$ cat src/rtl/core/rspm_pkg.sv
// shared types, constants and helpers for the resampling panned sample mixer
`timescale 1ns / 1ps

package rspm_pkg;

  localparam int MEM_DEPTH_DEF = 65536;
  localparam logic [15:0] STEP_RESET = 16'd10402;

  // address reduction steps: a 16-bit address is below 16 times the smallest depth (4096)
  localparam int MOD_STEPS = 4;

  localparam int SCALE_SHIFT = 5;
  localparam logic signed [5:0] LEVEL_FULL = 6'sd16;
  localparam logic signed [17:0] SAT_MAX = 18'sd32767;
  localparam logic signed [17:0] SAT_MIN = -18'sd32768;

  typedef enum logic [2:0] {
    FUNC_LOAD   = 3'd0,
    FUNC_START  = 3'd1,
    FUNC_STOP   = 3'd2,
    FUNC_LEVELS = 3'd3,
    FUNC_TICK   = 3'd4
  } func_t;

  // what a tick carries from the state update to the mixing stage
  typedef struct packed {
    logic               sound_on;
    logic               positioned;
    logic [4:0]         left_atten;
    logic [4:0]         right_atten;
    logic signed [15:0] music;
    logic               playing;
  } tick_ctx_t;

  function automatic logic signed [15:0] saturate16(input logic signed [17:0] v);
    logic signed [15:0] r;
    if (v > SAT_MAX) begin
      r = SAT_MAX[15:0];
    end else if (v < SAT_MIN) begin
      r = SAT_MIN[15:0];
    end else begin
      r = v[15:0];
    end
    return r;
  endfunction

endpackage

$ cat src/rtl/core/rspm_mix.sv
// scales the played byte per side and mixes it into the music sample
`timescale 1ns / 1ps

module rspm_mix import rspm_pkg::*; (
  input  tick_ctx_t          ctx,
  input  logic [7:0]         rd_byte,
  output logic signed [15:0] left_mix,
  output logic signed [15:0] right_mix
);

  logic signed [15:0] samp;
  logic signed [16:0] left_scaled;
  logic signed [16:0] right_scaled;
  logic signed [16:0] quarter;
  logic signed [15:0] left_sat;
  logic signed [15:0] right_sat;

  // product divided by 32, truncated toward zero
  function automatic logic signed [16:0] scale_side(input logic signed [15:0] s,
                                                    input logic [4:0] level);
    logic signed [5:0]  factor;
    logic signed [21:0] prod;
    logic signed [21:0] adj;
    factor = LEVEL_FULL - $signed({1'b0, level});
    prod = s * factor;
    adj = (prod < 0) ? prod + 22'sd31 : prod;
    return adj[SCALE_SHIFT +: 17];
  endfunction

  // (byte - 128) * 256 is the byte with its top bit flipped, moved up a byte
  assign samp = $signed({~rd_byte[7], rd_byte[6:0], 8'h00});
  assign left_scaled = scale_side(samp, ctx.left_atten);
  assign right_scaled = scale_side(samp, ctx.right_atten);
  assign quarter = 17'(samp >>> 2);

  always_comb begin
    if (ctx.positioned) begin
      left_sat = saturate16(18'(left_scaled) + 18'(ctx.music));
      right_sat = saturate16(18'(right_scaled) + 18'(ctx.music));
    end else begin
      left_sat = saturate16(18'(quarter) + 18'(ctx.music));
      right_sat = left_sat;
    end
    if (ctx.sound_on) begin
      left_mix = left_sat;
      right_mix = right_sat;
    end else begin
      left_mix = ctx.music;
      right_mix = ctx.music;
    end
  end

endmodule

$ cat config.mk
export PLATFORM = sky130hd
export DESIGN_NAME = rspm_mix
export DESIGN_NICKNAME = d
export VERILOG_FILES = /design/src/rtl/core/rspm_pkg.sv /design/src/rtl/core/rspm_mix.sv
export SDC_FILE = /design/constraint.sdc
export NUM_CORES = 1
export LEC_CHECK = 0
export ABC_AREA = 0
export BUFFER_PORTS_ARGS = -buffer_cell sky130_fd_sc_hd__buf_4
export CORE_MARGIN = 4
export CORE_UTILIZATION = 30
export DETAILED_ROUTE_END_ITERATION = 12
export MAX_ROUTING_LAYER = met4
export PLACE_DENSITY = 0.51
export SYNTH_ARGS = -nofsm -noshare
export SYNTH_HDL_FRONTEND = slang
export SYNTH_SLANG_ARGS = --single-unit
$ cat constraint.sdc
create_clock -name vclk -period 14.7
set_clock_uncertainty 0.1 [all_clocks]
set_input_delay 2.94 -clock vclk [all_inputs]
set_output_delay 2.94 -clock vclk [all_outputs]
set_load 0.01 [all_outputs]
Yosys cells after proc, flatten, opt, wreduce, memory -nomap -nowiden
Cells that the tools add are included.
{"block": "op_classes", "addsub": 7, "n_lt_le_gt_ge": 8, "bitwise": 1, "n_mul": 2, "mux": 12, "n_shift": 0, "div_mod_pow": 0, "n_eq_ne": 0, "n_reduce_logical": 0}
{"op": "$mux W16", "n": 10}
{"op": "$add A22 B6 Y22 const B", "n": 2}
{"op": "$lt A22 B1 Y1 const B", "n": 2}
{"op": "$mux W22", "n": 2}
{"op": "$add A17 B16 Y18", "n": 2}
{"op": "$gt A18 B16 Y1 const B", "n": 2}
{"op": "$lt A18 B16 Y1 const B", "n": 2}
{"op": "$mul A8 B6 Y14", "n": 2}
{"op": "$add A14 B16 Y17", "n": 1}
{"op": "$gt A17 B16 Y1 const B", "n": 1}
{"op": "$lt A17 B16 Y1 const B", "n": 1}
{"op": "$sub A5 B5 Y6 const A", "n": 2}
{"op": "$not A1 Y1", "n": 1}
{"block": "totals", "out_inout_bits": 32, "register_bits": 0, "ramBits": 0, "memories": 0, "inputBits": 37, "latchBits": 0, "rom_bits": 0}

Depth between registers and ports, before layout
{"block": "logic_depth", "depth_word": 10, "depth_mapped": 33, "mapped_depth_nobuf": 30}

Worst setup path after synthesis
No wires, ideal clock.
{"block": "synth_timing", "path_type": "input port to output port", "start": "in ctx[17] (netlist bit)", "end": "out right_mix[0]", "path_buffers": 3, "required_time_ns": 11.660, "setup_slack_ns": 2.028, "cell_stages": 28, "arrival_time_ns": 9.632, "cell_sequence": "clkbuf_1 > o41ai_1 > or2_2 > fa_1 > fa_1 > inv_1 > fa_1 > fa_1 > fa_1 > a21oi_1 > nor2_1 > nor2_1 > o21bai_1 > a21oi_1 > o21bai_1 > a21oi_1 > xnor2_1 > ha_1 > clkbuf_1 > a21oi_1 > o21a_1 > o211ai_1 > a211oi_1 > a31oi_1 > o31ai_1 > buf_2 > nand2_1 > a21oi_1"}
{"block": "synth_between", "elab_chain_cells": 10}
{"element": "start: declaration", "line": "rspm_mix.sv:5", "text": "input tick_ctx_t ctx,"}
{"element": "$sub A5 B5 Y6 *", "line": "rspm_mix.sv:24", "text": "factor = LEVEL_FULL - $signed({1'b0, level});"}
{"element": "$mul A8 B6 Y14 *", "line": "rspm_mix.sv:25", "text": "prod = s * factor;"}
{"element": "$add A22 B6 Y22 / $lt A22 B1 Y1 (equally long branches)", "line": "rspm_mix.sv:26", "text": "adj = (prod < 0) ? prod + 22'sd31 : prod;"}
{"element": "$mux W22 *", "line": "rspm_mix.sv:26"}
{"element": "$add A17 B16 Y18 *", "line": "rspm_mix.sv:39", "text": "right_sat = saturate16(18'(right_scaled) + 18'(ctx.music));"}
{"element": "$lt A18 B16 Y1", "line": "rspm_pkg.sv:39", "text": "end else if (v < SAT_MIN) begin"}
{"element": "$mux W16", "line": "rspm_pkg.sv:39"}
{"element": "$mux W16 *", "line": "rspm_pkg.sv:37", "text": "if (v > SAT_MAX) begin"}
{"element": "$mux W16 *", "line": "rspm_mix.sv:37", "text": "if (ctx.positioned) begin"}
{"element": "$mux W16 *", "line": "rspm_mix.sv:44", "text": "if (ctx.sound_on) begin"}
{"element": "end: declaration", "line": "rspm_mix.sv:8", "text": "output logic signed [15:0] right_mix"}
Every way passes the cells marked *; elsewhere a longest branch is shown, timed or not.

Worst setup path after layout
{"block": "layout_timing", "start": "in ctx[17] (netlist bit)", "end": "out right_mix[10]"}
Same word-level chain as after synthesis.

==> results_dict.tcl <==
set metrics [dict create \
    outcome "complete, no violations" \
    postCtsHoldBufs 0 \
    cp.arrival_ns 10.24 \
    hold-path-endpoint "left_mix[5]" \
    drv_slew 0 \
    hold_viol_final 0 \
    syn_avg_cell_area_um2 7.95 \
    fmax_mhz 75.3 \
    antenna_cells 0 \
    boundaryPins 69 \
    critical_path_class "input port to output pin" \
    post-route-util 0.347 \
    synth_top_cell_by_area "fa_1" \
    layout.nets 1002 \
    netlist_top_cells_area "fa_1 24%, ha_1 19%, xnor2_1 6.6%" \
    overflow 0 \
    hold_start "ctx[28]" \
    cts_resized 0 \
    synth_top_cell_area_share 0.239 \
    drive_above_1_share 0.118 \
    final-seq-area_um2 0 \
    setup-violations-final 0 \
    ys_types 61 \
    place_ws_ns 1.40 \
    nClkBuffers 0 \
    crit_start "ctx[17]" \
    syn-cell-area_mm2 0.00595 \
    maxSlewHeadroom 0.405 \
    path_max_fanout 13 \
    required_ns 11.66 \
    drt_pre_antenna_iters 5 \
    post-cts-setup-buffer-count 0 \
    first_iter_violations 263 \
    max_slew.worst_pin.slew_ns 0.886 \
    setup_tns_ns 0 \
    detail_route.wl_per_cell_um 15.8 \
    hp-class "input port to output pin" \
    die_x_um 149 \
    crit_path_top_delay_cell "xnor2_1" \
    cap_violations 0 \
    cp_slowest_stage_delay_ns 0.52 \
    vias_per_cell 4.93 \
    hold_path_depth 3 \
    synthCells 748 \
    die_height_um 149 \
    num_rows 51 \
    coreArea_mm2 0.0195 \
    grt_usage 0.155 \
    wl_met1_um 7750 \
    initial_core_util 0.306 \
    hpwl_um 14700 \
    num_vias 5265 \
    post-route-period-util 0.903 \
    drtAntennaViolNets 0 \
    first_global_vias 5351 \
    fill_cells 2094 \
    yosys_warnings 0 \
    wl_um 16900 \
    grt_max_degree 15 \
    fin_crit_ns 13.28 \
    wl_met2_um 8570 \
    design.die.area_mm2 0.0221 \
    ys_seq_area_frac 0 \
    syn_nets 946 \
    timing.final.ws_setup_ns 1.42 \
    setup.worst_path.end_class "output pin" \
    rsz0062_at_grt "no" \
    numPortBuffers 68 \
    gp_congestion 0.873 \
    post-route-drc-count 0 \
    worstSetupStartpointType "input port" \
    seq_cells 0 \
    grt_first_pass_wirelength_um 27500 \
    syn2layout_area_growth_pct 13.4 \
    wl_met3_um 308 \
    grt_antenna_before_repair 0 \
    top_layer_used "met4" \
]
==> Yosys cell counts, drive strengths merged (2+ instances only) <==
| library cell | n |
|---|---|
| a2111o | 3 |
| a2111oi | 2 |
| a211o | 3 |
| a211oi | 5 |
| a21o | 19 |
| a21oi | 73 |
| a22oi | 11 |
| a31o | 4 |
| a31oi | 6 |
| and2 | 49 |
| and3 | 2 |
| buf | 6 |
| clkbuf | 15 |
| fa | 71 |
| ha | 90 |
| inv | 101 |
| nand2 | 46 |
| nand2b | 8 |
| nand3 | 6 |
| nor2 | 45 |
| nor2b | 18 |
| nor3 | 7 |
| o2111ai | 4 |
| o211ai | 12 |
| o21a | 10 |
| o21ai | 41 |
| o21bai | 9 |
| o22ai | 2 |
| o31ai | 2 |
| o41ai | 2 |
| or2 | 2 |
| or3 | 3 |
| xnor2 | 45 |
| xor2 | 11 |
==> kinds of logic after synthesis <==
family,synth area share
and+or+nand+nor,0.162
adders and majority gates,0.428
buffers and inverters,0.0810
AOI/OAI and AO/OA,0.244
xor gates and xnor gates,0.0825
muxes,0.00168
==> through the flow <==
stage               instances  hold WS, ns  instance area [um^2]
finish                   1067         6.16                  6740
global route             1067         6.18                  6740
CTS                      1067         6.15                  6740
detailed placement       1067         6.15                  6740
global placement         1067         6.15                  6740
floorplan                 748         5.92                  5950
==> cells in the final DEF, fill, tap and decap left out, types with 8 or more instances in the layout <==
cell type / netlist / routed
fa_1: 71 / 71
o21bai_1: 8 / 8
a22oi_2: 9 / 9
nand2b_1: 8 / 8
nand2_1: 46 / 46
o21ai_0: 19 / 19
xnor2_1: 45 / 45
nor2_1: 44 / 44
o21a_1: 10 / 10
buf_4: 0 / 75
inv_1: 101 / 101
xor2_1: 11 / 11
o211ai_1: 12 / 12
and2_1: 49 / 49
a21oi_1: 72 / 72
nor2b_1: 17 / 17
ha_1: 90 / 90
o21ai_1: 22 / 22
a21o_1: 19 / 19
==> worst max-delay path: cells and delay by family <==
family	cells	cell delay [ns]
xor+xnor	2	0.74
compound gates	12	2.61
buf+inv	5	0.58
simple gates	4	0.57
fa+ha+maj	7	2.80
==> layout make-up <==
cell class	instances	area (um^2)	share of cell area
well taps	265	332	0.0492
multi-input cells	625	5470	0.811
inverters	102	383	0.0568
repair buffers	75	563	0.0835
==> worst max-delay path by stage <==
stage / endpoint / slack, ns / cells past startpoint
floorplan: right_mix[0] / 2.03 / 28
global placement: right_mix[10] / 1.37 / 30
detailed placement: right_mix[12] / 1.40 / 30
CTS: right_mix[12] / 1.34 / 30
global route: right_mix[10] / 0.84 / 30
finish: right_mix[10] / 1.42 / 30
==> layer usage <==
metal  vias up  track usage
li1       2663            -
met1      2520        0.204
met2        67        0.278
met3        15      0.00334
met4         0       0.0183
met5         -            -
Power is not shown: default switching activity piles up to over one toggle a cycle in this logic, so the estimate is an artifact.
